File: config.mk
export PLATFORM = sky130hd
export DESIGN_NAME = partial_rotary_embedding
export DESIGN_NICKNAME = d
export VERILOG_FILES = /design/src/hw/rtl/pre_pkg.sv /design/src/hw/rtl/pre_front.sv /design/src/hw/rtl/pre_queue.sv /design/src/hw/rtl/pre_back.sv /design/src/hw/rtl/partial_rotary_embedding.sv
export VERILOG_INCLUDE_DIRS = /design/src /design/src/hw/rtl
export SDC_FILE = /design/constraint.sdc
export NUM_CORES = 2
export LEC_CHECK = 0
export ABC_CLOCK_PERIOD_IN_PS = 7900
export BUFFER_PORTS_ARGS = -buffer_cell sky130_fd_sc_hd__buf_2
export CORE_UTILIZATION = 35
export DETAILED_ROUTE_END_ITERATION = 12
export PLACE_DENSITY = 0.52
export RECOVER_POWER = 50
export SYNTH_ARGS = -nofsm -noshare
export SYNTH_HDL_FRONTEND = slang
export SYNTH_HIERARCHICAL = 1
export SYNTH_SLANG_ARGS = --single-unit
File: constraint.sdc
create_clock -name clk_i -period 7.9 [get_ports clk_i]
set_clock_uncertainty 0.1 [all_clocks]
set_input_delay 0.79 -clock clk_i [delete_from_list [all_inputs] [get_ports clk_i]]
set_output_delay 0.79 -clock clk_i [all_outputs]
set_load 0.1 [all_outputs]
File: src/hw/rtl/partial_rotary_embedding_defines.svh
// ----------------------------------------------------------------------------
// Partial rotary embedding - assertion macros
// Clocked assertion helpers, empty when SYNTHESIS is set.
// ----------------------------------------------------------------------------
`ifndef PARTIAL_ROTARY_EMBEDDING_DEFINES_SVH
`define PARTIAL_ROTARY_EMBEDDING_DEFINES_SVH

`ifndef SYNTHESIS
// property must hold at every clock edge outside reset
`define PRE_ASSERT(lbl, prop) \
  lbl: assert property (@(posedge clk_i) disable iff (!rst_ni) prop) \
    else $error("pre assertion failed");
// condition must never be seen outside reset
`define PRE_NEVER(lbl, cond) \
  lbl: assert property (@(posedge clk_i) disable iff (!rst_ni) !(cond)) \
    else $error("pre forbidden condition seen");
`else
`define PRE_ASSERT(lbl, prop)
`define PRE_NEVER(lbl, cond)
`endif

`endif

File: src/hw/rtl/pre_pkg.sv
// ----------------------------------------------------------------------------
// pre_pkg
// Shared widths, default parameters and types of the rotary embedding block.
// ----------------------------------------------------------------------------
package pre_pkg;

  localparam int DataW    = 16;  // Q10.6 raw bits
  localparam int FracBits = 6;
  localparam int IndexW   = 12;
  localparam int TabIdxW  = 5;
  localparam int ProdW    = 2 * DataW;

  localparam int DefHiddenLength = 2560;
  localparam int DefHeadLength   = 80;
  localparam int DefRotarySpan   = 32;
  localparam int QueueDepth      = 4;

  typedef enum logic [0:0] {
    FUNC_TABLE = 1'b0,
    FUNC_ELEM  = 1'b1
  } pre_func_e;

  typedef enum logic [0:0] {
    KIND_PASS = 1'b0,
    KIND_ROT  = 1'b1
  } pre_kind_e;

  // classified work item handed from front to back
  typedef struct packed {
    pre_kind_e          kind;
    logic [IndexW-1:0]  pos;
    logic [DataW-1:0]   xh;
    logic [DataW-1:0]   xl;
    logic [DataW-1:0]   cl;
    logic [DataW-1:0]   sl;
    logic [DataW-1:0]   ch;
    logic [DataW-1:0]   sh;
  } pre_item_t;

endpackage

File: src/hw/rtl/pre_front.sv
// ----------------------------------------------------------------------------
// pre_front
// Accepts input transfers, owns the tables and low-half buffer, tracks the
// stream position and hands classified items to the queue.
// ----------------------------------------------------------------------------
module pre_front #(
  parameter int HIDDEN_LENGTH = pre_pkg::DefHiddenLength,
  parameter int HEAD_LENGTH   = pre_pkg::DefHeadLength,
  parameter int ROTARY_SPAN   = pre_pkg::DefRotarySpan
) (
  input  logic                           clk_i,
  input  logic                           rst_ni,
  input  logic                           in_valid_i,
  output logic                           in_ready_o,
  input  logic                           func_i,
  input  logic [pre_pkg::TabIdxW-1:0]    table_index_i,
  input  logic signed [pre_pkg::DataW-1:0] cos_value_i,
  input  logic signed [pre_pkg::DataW-1:0] sin_value_i,
  input  logic signed [pre_pkg::DataW-1:0] element_value_i,
  input  logic                           q_full_i,
  output logic                           push_o,
  output pre_pkg::pre_item_t             item_o
);
  import pre_pkg::*;

  localparam int Half     = ROTARY_SPAN / 2;
  localparam int TabDepth = 2 * Half;
  localparam int TabW     = (TabDepth > 1) ? $clog2(TabDepth) : 1;
  localparam int HalfW    = (Half > 1) ? $clog2(Half) : 1;
  localparam int DimW     = $clog2(HEAD_LENGTH);
  localparam int PosW     = $clog2(HIDDEN_LENGTH);

  logic [DataW-1:0] cos_mem [TabDepth];
  logic [DataW-1:0] sin_mem [TabDepth];
  logic [DataW-1:0] low_mem [Half];

  logic [DimW-1:0]   dim_q, dim_d;
  logic [PosW-1:0]   pos_q, pos_d;
  logic              f_valid_q, f_valid_d;
  pre_kind_e         f_kind_q;
  logic [IndexW-1:0] f_pos_q;
  logic [DataW-1:0]  f_xh_q;
  logic [DataW-1:0]  xl_q, cl_q, sl_q, ch_q, sh_q;

  logic accept, is_elem, is_low, is_rot, load_f, tab_wr;
  logic [TabW-1:0]  lo_addr, hi_addr;
  logic [HalfW-1:0] buf_addr_wr, buf_addr_rd;

  assign in_ready_o = !f_valid_q || !q_full_i;
  assign accept     = in_valid_i && in_ready_o;
  assign is_elem    = (func_i == FUNC_ELEM);
  assign is_low     = 32'(dim_q) < Half;
  assign is_rot     = !is_low && (32'(dim_q) < TabDepth);
  assign load_f     = accept && is_elem && !is_low;
  assign tab_wr     = accept && !is_elem && (32'(table_index_i) < TabDepth);

  // j = dim - Half for the low entries, dim itself for the high entries
  assign lo_addr     = TabW'(32'(dim_q) - Half);
  assign hi_addr     = TabW'(dim_q);
  assign buf_addr_wr = HalfW'(dim_q);
  assign buf_addr_rd = HalfW'(32'(dim_q) - Half);

  // stream position
  always_comb begin
    dim_d = dim_q;
    pos_d = pos_q;
    if (accept && is_elem) begin
      dim_d = (32'(dim_q) == HEAD_LENGTH - 1) ? '0 : dim_q + 1'b1;
      if (32'(pos_q) == HIDDEN_LENGTH - 1) begin
        pos_d = '0;
        dim_d = '0;
      end else begin
        pos_d = pos_q + 1'b1;
      end
    end
  end

  always_comb begin
    f_valid_d = f_valid_q;
    if (load_f) begin
      f_valid_d = 1'b1;
    end else if (push_o) begin
      f_valid_d = 1'b0;
    end
  end

  always_ff @(posedge clk_i or negedge rst_ni) begin
    if (!rst_ni) begin
      dim_q     <= '0;
      pos_q     <= '0;
      f_valid_q <= 1'b0;
    end else begin
      dim_q     <= dim_d;
      pos_q     <= pos_d;
      f_valid_q <= f_valid_d;
    end
  end

  // item stage payload
  always_ff @(posedge clk_i) begin
    if (load_f) begin
      f_kind_q <= is_rot ? KIND_ROT : KIND_PASS;
      f_pos_q  <= IndexW'(pos_q);
      f_xh_q   <= element_value_i;
    end
  end

  // tables: one write port, two read ports
  always_ff @(posedge clk_i) begin
    if (tab_wr) begin
      cos_mem[TabW'(table_index_i)] <= cos_value_i;
      sin_mem[TabW'(table_index_i)] <= sin_value_i;
    end
    if (load_f && is_rot) begin
      cl_q <= cos_mem[lo_addr];
      sl_q <= sin_mem[lo_addr];
      ch_q <= cos_mem[hi_addr];
      sh_q <= sin_mem[hi_addr];
    end
  end

  // low-half buffer
  always_ff @(posedge clk_i) begin
    if (accept && is_elem && is_low) begin
      low_mem[buf_addr_wr] <= element_value_i;
    end
    if (load_f && is_rot) begin
      xl_q <= low_mem[buf_addr_rd];
    end
  end

  assign push_o = f_valid_q && !q_full_i;

  always_comb begin
    item_o.kind = f_kind_q;
    item_o.pos  = f_pos_q;
    item_o.xh   = f_xh_q;
    item_o.xl   = xl_q;
    item_o.cl   = cl_q;
    item_o.sl   = sl_q;
    item_o.ch   = ch_q;
    item_o.sh   = sh_q;
  end

endmodule

File: src/hw/rtl/pre_queue.sv
// ----------------------------------------------------------------------------
// pre_queue
// Small FIFO of classified items between front and back.
// ----------------------------------------------------------------------------
`include "partial_rotary_embedding_defines.svh"

module pre_queue #(
  parameter int Depth = pre_pkg::QueueDepth
) (
  input  logic               clk_i,
  input  logic               rst_ni,
  input  logic               push_i,
  input  pre_pkg::pre_item_t item_i,
  output logic               full_o,
  input  logic               pop_i,
  output logic               valid_o,
  output pre_pkg::pre_item_t item_o
);
  import pre_pkg::*;

  localparam int PtrW = (Depth > 1) ? $clog2(Depth) : 1;
  localparam int CntW = $clog2(Depth + 1);

  pre_item_t          slot_q [Depth];
  logic [PtrW-1:0]    wr_ptr_q, rd_ptr_q;
  logic [CntW-1:0]    count_q;

  assign full_o  = (32'(count_q) == Depth);
  assign valid_o = (count_q != '0);
  assign item_o  = slot_q[rd_ptr_q];

  always_ff @(posedge clk_i or negedge rst_ni) begin
    if (!rst_ni) begin
      wr_ptr_q <= '0;
      rd_ptr_q <= '0;
      count_q  <= '0;
    end else begin
      if (push_i) begin
        wr_ptr_q <= (32'(wr_ptr_q) == Depth - 1) ? '0 : wr_ptr_q + 1'b1;
      end
      if (pop_i) begin
        rd_ptr_q <= (32'(rd_ptr_q) == Depth - 1) ? '0 : rd_ptr_q + 1'b1;
      end
      if (push_i && !pop_i) begin
        count_q <= count_q + 1'b1;
      end else if (pop_i && !push_i) begin
        count_q <= count_q - 1'b1;
      end
    end
  end

  always_ff @(posedge clk_i) begin
    if (push_i) begin
      slot_q[wr_ptr_q] <= item_i;
    end
  end

  `PRE_NEVER(a_no_overflow, push_i && full_o)
  `PRE_NEVER(a_no_underflow, pop_i && !valid_o)
  `PRE_ASSERT(a_count_up, push_i && !pop_i |=> count_q == $past(count_q) + 1'b1)

endmodule

File: src/hw/rtl/pre_back.sv
// ----------------------------------------------------------------------------
// pre_back
// Product stage and output stage; a rotated item leaves as lo then hi.
// ----------------------------------------------------------------------------
`include "partial_rotary_embedding_defines.svh"

module pre_back #(
  parameter int ROTARY_SPAN = pre_pkg::DefRotarySpan
) (
  input  logic                             clk_i,
  input  logic                             rst_ni,
  input  logic                             q_valid_i,
  input  pre_pkg::pre_item_t               q_item_i,
  output logic                             pop_o,
  output logic                             out_valid_o,
  input  logic                             out_ready_i,
  output logic [pre_pkg::IndexW-1:0]       out_index_o,
  output logic signed [pre_pkg::DataW-1:0] out_value_o,
  output logic                             last_o
);
  import pre_pkg::*;

  localparam int Half = ROTARY_SPAN / 2;

  // product stage
  logic                     p_valid_q;
  pre_kind_e                p_kind_q;
  logic [IndexW-1:0]        p_pos_q;
  logic [DataW-1:0]         p_x_q;
  logic signed [ProdW-1:0]  p_lc_q, p_hs_q, p_hc_q, p_ls_q;

  // output stage
  logic                     o_valid_q, o_hi_pend_q, o_last_q;
  logic [IndexW-1:0]        o_idx_q, o_hi_idx_q;
  logic [DataW-1:0]         o_val_q, o_hi_val_q;

  logic                     o_take, p_adv, out_xfer;
  logic signed [ProdW-1:0]  lo_sum, hi_sum;

  assign out_xfer = o_valid_q && out_ready_i;
  assign o_take   = !o_valid_q || (out_ready_i && !o_hi_pend_q);
  assign p_adv    = p_valid_q && o_take;
  assign pop_o    = q_valid_i && (!p_valid_q || p_adv);

  // only bits [21:6] survive, so a 32-bit wrapping sum is exact enough
  assign lo_sum = p_lc_q - p_hs_q;
  assign hi_sum = p_hc_q + p_ls_q;

  always_ff @(posedge clk_i or negedge rst_ni) begin
    if (!rst_ni) begin
      p_valid_q   <= 1'b0;
      o_valid_q   <= 1'b0;
      o_hi_pend_q <= 1'b0;
    end else begin
      if (pop_o) begin
        p_valid_q <= 1'b1;
      end else if (p_adv) begin
        p_valid_q <= 1'b0;
      end
      if (out_xfer && o_hi_pend_q) begin
        o_hi_pend_q <= 1'b0;
      end else if (p_adv) begin
        o_valid_q   <= 1'b1;
        o_hi_pend_q <= (p_kind_q == KIND_ROT);
      end else if (out_ready_i) begin
        o_valid_q <= 1'b0;
      end
    end
  end

  always_ff @(posedge clk_i) begin
    if (pop_o) begin
      p_kind_q <= q_item_i.kind;
      p_pos_q  <= q_item_i.pos;
      p_x_q    <= q_item_i.xh;
      p_lc_q   <= $signed(q_item_i.xl) * $signed(q_item_i.cl);
      p_hs_q   <= $signed(q_item_i.xh) * $signed(q_item_i.sl);
      p_hc_q   <= $signed(q_item_i.xh) * $signed(q_item_i.ch);
      p_ls_q   <= $signed(q_item_i.xl) * $signed(q_item_i.sh);
    end
    if (out_xfer && o_hi_pend_q) begin
      o_idx_q  <= o_hi_idx_q;
      o_val_q  <= o_hi_val_q;
      o_last_q <= 1'b1;
    end else if (p_adv) begin
      if (p_kind_q == KIND_ROT) begin
        o_idx_q    <= p_pos_q - IndexW'(Half);
        o_val_q    <= lo_sum[FracBits+DataW-1:FracBits];
        o_last_q   <= 1'b0;
        o_hi_idx_q <= p_pos_q;
        o_hi_val_q <= hi_sum[FracBits+DataW-1:FracBits];
      end else begin
        o_idx_q  <= p_pos_q;
        o_val_q  <= p_x_q;
        o_last_q <= 1'b1;
      end
    end
  end

  assign out_valid_o = o_valid_q;
  assign out_index_o = o_idx_q;
  assign out_value_o = o_val_q;
  assign last_o      = o_last_q;

  `PRE_ASSERT(a_pend_valid, o_hi_pend_q |-> o_valid_q)
  `PRE_ASSERT(a_lo_has_hi, o_valid_q && !o_last_q |-> o_hi_pend_q)
  `PRE_ASSERT(a_hi_follows, out_valid_o && out_ready_i && !last_o |=> out_valid_o && last_o)

endmodule

File: src/hw/rtl/partial_rotary_embedding.sv
// Path: front item register, 4-entry queue (absorbs bursts), product register, output register.
// Throughput: one input transfer per cycle while in_ready_o is high; a rotated element
//   gives two results, a pass-through element one, a table load or low-half element none.
// The output port, one result per cycle while out_ready_i is high, sets the sustained rate.
// Reset: rst_ni clears position counters and all valid flags; tables and buffer are not cleared.
// ----------------------------------------------------------------------------
// partial_rotary_embedding
// Rotate-half rotary position embedding on the first rotary dims of each head
// of a streamed Q10.6 hidden vector; remaining dims pass through.
// ----------------------------------------------------------------------------
module partial_rotary_embedding #(
  parameter int HIDDEN_LENGTH = pre_pkg::DefHiddenLength,
  parameter int HEAD_LENGTH   = pre_pkg::DefHeadLength,
  parameter int ROTARY_SPAN   = pre_pkg::DefRotarySpan
) (
  input  logic                             clk_i,
  input  logic                             rst_ni,
  // input channel
  input  logic                             in_valid_i,
  output logic                             in_ready_o,
  input  logic                             func_i,
  input  logic [pre_pkg::TabIdxW-1:0]      table_index_i,
  input  logic signed [pre_pkg::DataW-1:0] cos_value_i,
  input  logic signed [pre_pkg::DataW-1:0] sin_value_i,
  input  logic signed [pre_pkg::DataW-1:0] element_value_i,
  // result channel
  output logic                             out_valid_o,
  input  logic                             out_ready_i,
  output logic [pre_pkg::IndexW-1:0]       out_index_o,
  output logic signed [pre_pkg::DataW-1:0] out_value_o,
  output logic                             last_o
);
  import pre_pkg::*;

  // Front end: takes each accepted transfer, writes cos/sin tables and the low-half
  // buffer, and for rotary high-half or pass-through elements reads all
  // operands into an item register. Table reads happen at accept time, so a
  // later table load can never disturb an item already in flight.
  logic      q_full, q_push, q_pop, q_valid;
  pre_item_t front_item, back_item;

  pre_front #(
    .HIDDEN_LENGTH (HIDDEN_LENGTH),
    .HEAD_LENGTH   (HEAD_LENGTH),
    .ROTARY_SPAN   (ROTARY_SPAN)
  ) u_front (
    .clk_i           (clk_i),
    .rst_ni          (rst_ni),
    .in_valid_i      (in_valid_i),
    .in_ready_o      (in_ready_o),
    .func_i          (func_i),
    .table_index_i   (table_index_i),
    .cos_value_i     (cos_value_i),
    .sin_value_i     (sin_value_i),
    .element_value_i (element_value_i),
    .q_full_i        (q_full),
    .push_o          (q_push),
    .item_o          (front_item)
  );

  // Queue decouples the two halves: the front keeps streaming while the
  // back sends out each rotated pair as lo then hi.
  pre_queue #(
    .Depth (QueueDepth)
  ) u_queue (
    .clk_i   (clk_i),
    .rst_ni  (rst_ni),
    .push_i  (q_push),
    .item_i  (front_item),
    .full_o  (q_full),
    .pop_i   (q_pop),
    .valid_o (q_valid),
    .item_o  (back_item)
  );

  // Back end: four 16x16 products registered, then the add/sub with
  // floor-by-6 and wrap into the output register; lo goes out first.
  pre_back #(
    .ROTARY_SPAN (ROTARY_SPAN)
  ) u_back (
    .clk_i       (clk_i),
    .rst_ni      (rst_ni),
    .q_valid_i   (q_valid),
    .q_item_i    (back_item),
    .pop_o       (q_pop),
    .out_valid_o (out_valid_o),
    .out_ready_i (out_ready_i),
    .out_index_o (out_index_o),
    .out_value_o (out_value_o),
    .last_o      (last_o)
  );

endmodule
Yosys cells after proc, flatten, opt, wreduce, memory -nomap -nowiden
Memories as Yosys holds them, arrays and structs flattened. A register that Yosys moved wholly into a read port is not among the register bits.
Cells that the tools add are included.

cells by class
  add/subtract/negate cells = 10
  multipliers = 4
  order comparisons = 2
  equal/unequal tests = 5
  mux-type cells = 29
  bitwise logic cells = 1
  reductions and logical operators = 35

operator list
  operator                 number
  $mul A16 B16 Y22         4
  $mux W12                 4
  $mux W16                 3
  $add A22 B22 Y22         1
  $sub A22 B22 Y22         1
  $mux W1                  16
  $logic_and A1 B1 Y1      15
  $mux W7                  2
  $add A12 B1 Y12 const B  1
  $eq A12 B12 Y1 const B   1
  $sub A12 B5 Y12 const B  1
  $reduce_bool A2 Y1       5
  $logic_not A1 Y1         9
  $add A7 B1 Y7 const B    1
  $eq A7 B7 Y1 const B     1
  $lt A7 B5 Y1 const B     1
  $lt A7 B6 Y1 const B     1
  $mux W3                  2
  $sub A5 B5 Y5 const B    1
  $add A2 B1 Y2 const B    2
  $eq A2 B2 Y1 const B     2
  $mux W2                  2
  $add A3 B1 Y3 const B    1
  $eq A3 B3 Y1 const B     1
  other kinds (6)          8

storage, ports and cells
  bits in registers = 233
  memory bits (writable) = 1,716
  bits of input ports = 58
  output and inout bits = 31
  word-level logic and storage cells = 114
  memories kept = 4

memory list
  name             words  width  read ports  clocked after memory_dff  wr ports  RTL line         RTL
  u_front.cos_mem  32     16     2           2                         1         pre_front.sv:33  logic [DataW-1:0] cos_mem [TabDepth];
  u_front.sin_mem  32     16     2           2                         1         pre_front.sv:34  logic [DataW-1:0] sin_mem [TabDepth];
  u_queue.slot_q   4      109    1           0                         1         pre_queue.sv:24  pre_item_t slot_q [Depth];
  u_front.low_mem  16     16     1           1                         1         pre_front.sv:35  logic [DataW-1:0] low_mem [Half];

Depth between registers and ports, before layout
  depth in word-level cells = 9
  mapped depth = 26
  gate-level depth less buffers = 22

Cells and area by module
Netlist, hierarchy kept.

modules (own cells, without submodules)
  module     times used  cells an instance  area an instance (um^2)  seq. area each (um^2)
  pre_front  1           2,363              53,786.6                 42,210.5
  pre_back   1           3,713              34,974.8                 5,290.1
  pre_queue  1           606                16,136.7                 13,267.7

Worst setup path before layout
No wires, ideal clock.

  path kind = flip-flop to flip-flop
  from = register u_queue.rd_ptr_q[0]
  to = register u_back.p_lc_q[21] (data pin)
  library setup time = 0.259 ns
  data arrival time = 6.370 ns
  required time = 7.541 ns
  slack = 1.171 ns
  cell stages (with the launch flop) = 25
  path buffers = 4
  clock period less this slack = 6.729 ns
  cells stage by stage = dfrtp_1 > buf_4 > buf_6 > mux4_2 > clkbuf_1 > clkbuf_1 > nand2_1 > fa_1 > inv_1 > fa_1 > inv_1 > fa_1 > inv_1 > fa_1 > fa_1 > inv_1 > fa_1 > inv_1 > ha_1 > or4_1 > o21ai_0 > o211ai_1 > a31o_2 > a21oi_1 > xnor2_1

RTL lines
  element                   RTL line         RTL
  start: declaration        pre_queue.sv:25  logic [PtrW-1:0] wr_ptr_q, rd_ptr_q;
  start signal: assignment  pre_queue.sv:42  rd_ptr_q <= (32'(rd_ptr_q) == Depth - 1) ? '0 : rd_ptr_q + 1'b1;
  end signal: assignment    pre_back.sv:76   p_lc_q <= $signed(q_item_i.xl) * $signed(q_item_i.cl);
  end: declaration          pre_back.sv:30   logic signed [ProdW-1:0] p_lc_q, p_hs_q, p_hc_q, p_ls_q;

==> flow_summary.json <==
{
  "status": "finished, violations left",
  "violations": "capacitance limit, slew limit",
  "clk_latency_ns": 0.90,
  "fin_setup_tns_ns": 0,
  "place.gp.congestion": 0.817,
  "synth-async-reset-ratio_pct": 1.48,
  "critPathLaunch": "u_queue/rd_ptr_q[1]$_DFFE_PN0P_",
  "fillers": 27300,
  "yosysWarnings": 6,
  "cts_setup_buffers": 0,
  "portBuffers": 88,
  "drive_above_1_share_pct": 15.2,
  "grt_usage_pct": 17.3,
  "cp.arrival_ns": 7.78,
  "drtIter0Drc": 3842,
  "cts_tree": "done",
  "grt_pass1_vias": 58900,
  "crit_type": "flop to flop",
  "synth_compound_area_share_pct": 3.00,
  "multi_input_area_mm2": 0.0398,
  "via_per_inst": 5.04,
  "use_met2_pct": 29.7,
  "hold_viol": 0,
  "boundaryPins": 89,
  "die_h_um": 549,
  "synthAdderAreaFrac_pct": 16.4,
  "synth_cell_type_count": 73,
  "setup_viol": 0,
  "synthSimpleGateAreaFrac_pct": 6.12,
  "numCtsBuffers": 218,
  "synthMuxAreaShare_pct": 10.3,
  "clockRootBuffer": "clkbuf_16",
  "drcViolationCount": 0,
  "clockBufferDepth": 4,
  "synthCells": 6682,
  "synth.most_common_cell": "edfxtp_1",
  "met1_usage_pct": 23.5,
  "use_met3_pct": 2.21,
  "syn_area_per_cell_um2": 15.7,
  "drv_cap": 10,
  "final.min_clock_period_ns": 7.32,
  "ff_latch_area_mm2": 0.0608,
  "r2r_start": "u_queue/rd_ptr_q[1]$_DFFE_PN0P_",
  "start_util_pct": 35.3,
  "htreeDepth": 4,
  "tightest_slew_ns": 3.34,
  "synth_edf_count": 1998,
  "grt-busiest-layer": "met2",
  "regToRegSetupSlack_ns": 0.58,
  "crit_end": "u_back/p_hc_q[21]$_DFFE_PP_",
  "vias": 55300,
  "syn_area_mm2": 0.105,
  "synth_top_family_by_area": "adder cells",
  "r2r_end": "u_back/p_hc_q[21]$_DFFE_PP_",
  "first_pass_iters": 7,
  "worstPathRequired_ns": 8.36,
  "synth_area_leader_cell": "edfxtp_1",
  "grt_pass1_wl_mm": 389,
  "relSlewSlack_pct": -123,
  "path_max_fanout": 39,
  "synth_top_area_share_pct": 57.2,
  "antenna_found_initial": 22,
  "synth-main-ff-cell": "edfxtp_1",
  "num_rows": 200,
  "ys_top_cells_by_count": "edfxtp_1 (1998), inv_1 (890), fa_1 (649)",
  "dpl.hpwl_mm": 176,
  "fin_crit_sh_pct": 92.7,
  "finalWirelength_mm": 260,
  "coreArea_mm2": 0.298,
  "grt-ovfl-total": 0,
  "slew_viol_final": 322,
  "path_clk_slew_ns": 0.06,
  "rsz0062_at_grt": "no",
  "netlist_top_cells_area": "edfxtp_1 (57%), fa_1 (12%), mux4_2 (9.6%)",
  "wl_per_cell_um": 23.7,
  "end_kind": "flop",
  "area.growth.synth_to_final_pct": 12.1,
  "worstHoldPathType": "input pin to flop",
  "dieArea_mm2": 0.302,
  "syn_nets": 7725,
  "fmax_ghz": 0.137,
  "die_w_um": 549,
  "fin_nets": 7895,
  "synth_xor_area_share_pct": 1.80,
  "yosysSeqAreaShare_pct": 57.9,
  "cts.sinks": 2029,
  "critPathLaunchType": "flop",
  "antenna_left": 0,
  "grt_max_degree": 110,
  "r2r_cells": 23,
  "ys_ff_latch": 2029
}
-- timing repair --
action / 4_1_cts / 5_1_grt
endpoints found under the hold margin: 30 / 0
resized for setup: 0 / 0
hold buffers: 1 / 0
-- kinds of logic after synthesis --
kind of cell	Yosys count
flops	2029
fa+ha+maj	985
xor+xnor	215
compound gates	453
mux	518
simple gates	1298
buf+inv	1184
-- critical path, stage by stage (launching register included) --
cell and delay [ns]:
dfrtp_4 0.82, buf_4 0.31, mux4_2 0.50, clkbuf_1 0.29
and2_1 0.24, fa_1 0.51, inv_1 0.05, fa_1 0.48
inv_1 0.04, ha_1 0.27, ha_1 0.30, fa_1 0.48
inv_1 0.05, fa_1 0.47, inv_1 0.04, ha_1 0.31
a211o_1 0.31, o21bai_1 0.18, a21o_1 0.24, a41oi_2 0.24
a21oi_1 0.13, a211o_1 0.30, o31a_1 0.25, xnor2_1 0.12
-- per-stage QoR --
stage | hold WS, ns | instances | util (%) | area [µm²] | worst slack, ns
6_report | 0.175 | 11000 | 39.5 | 118000 | 0.576
5_1_grt | 0.172 | 11000 | 39.5 | 118000 | 0.269
4_1_cts | 0.115 | 11000 | 39.6 | 118000 | 0.604
3_5_place_dp | 0.383 | 10600 | 37.2 | 111000 | 0.609
3_3_place_gp | 0.366 | 10600 | 37.2 | 111000 | 0.604
2_1_floorplan | 0.326 | 6682 | - | 105000 | 1.17
-- registers in the layout, indices dropped and copies added (netlist names), 22 cells and up --
register	count
u_front/cos_mem	512
u_front/sin_mem	512
u_queue/slot_q	436
u_front/low_mem	256
u_back/p_hc_q	22
u_back/p_hs_q	22
u_back/p_lc_q	22
u_back/p_ls_q	22
-- how the worst min path moves through the flow --
stage | from | endpoint | slack, ns | cells past startpoint
after floorplan | u_back/p_pos_q[0]$_DFFE_PP_ | u_back/o_hi_idx_q[0]$_DFFE_PP_ | 0.33 | 0
after global placement | u_front/xl_q[15]$_DFFE_PP_ | u_queue/slot_q[0][79]$_DFFE_PP_ | 0.37 | 0
after detailed placement | u_front/ch_q[15]$_DFFE_PP_ | u_queue/slot_q[1][31]$_DFFE_PP_ | 0.38 | 0
after CTS | out_ready_i | u_back/last_o$_SDFFE_PP1P_ | 0.11 | 3
after global routing | out_ready_i | u_back/last_o$_SDFFE_PP1P_ | 0.17 | 3
final | out_ready_i | u_back/last_o$_SDFFE_PP1P_ | 0.18 | 3
-- routing by layer --
metal / wire length, µm / share of wire, %
met5: 102 / 0.039
met4: 5640 / 2.2
met3: 11200 / 4.3
met2: 129000 / 50
met1: 114000 / 44
-- cell usage in the layout (no fill, tap or decap), types with 136 or more instances in the layout --
cell type	instances
fa_1	649
buf_4	136
inv_1	889
clkbuf_16	221
edfxtp_1	1998
ha_1	336
nand2_1	496
and2_1	411
xnor2_1	169
a22oi_1	192
mux4_2	445
-- area by class of cell --
| class | instances | area share [%] |
|---|---|---|
| Tap cell | 3939 | 4.19 |
| Clock inverter | 132 | 1.19 |
| Clock buffer | 267 | 4.86 |
| Timing Repair Buffer | 243 | 1.35 |
| Multi-Input combinational cell | 3469 | 33.9 |
| Sequential cell | 2029 | 51.7 |
| Antenna cell | 7 | 0.0149 |
| Inverter | 891 | 2.85 |
Power is not shown: default switching activity piles up to over one toggle a cycle in this logic, so the estimate is an artifact.
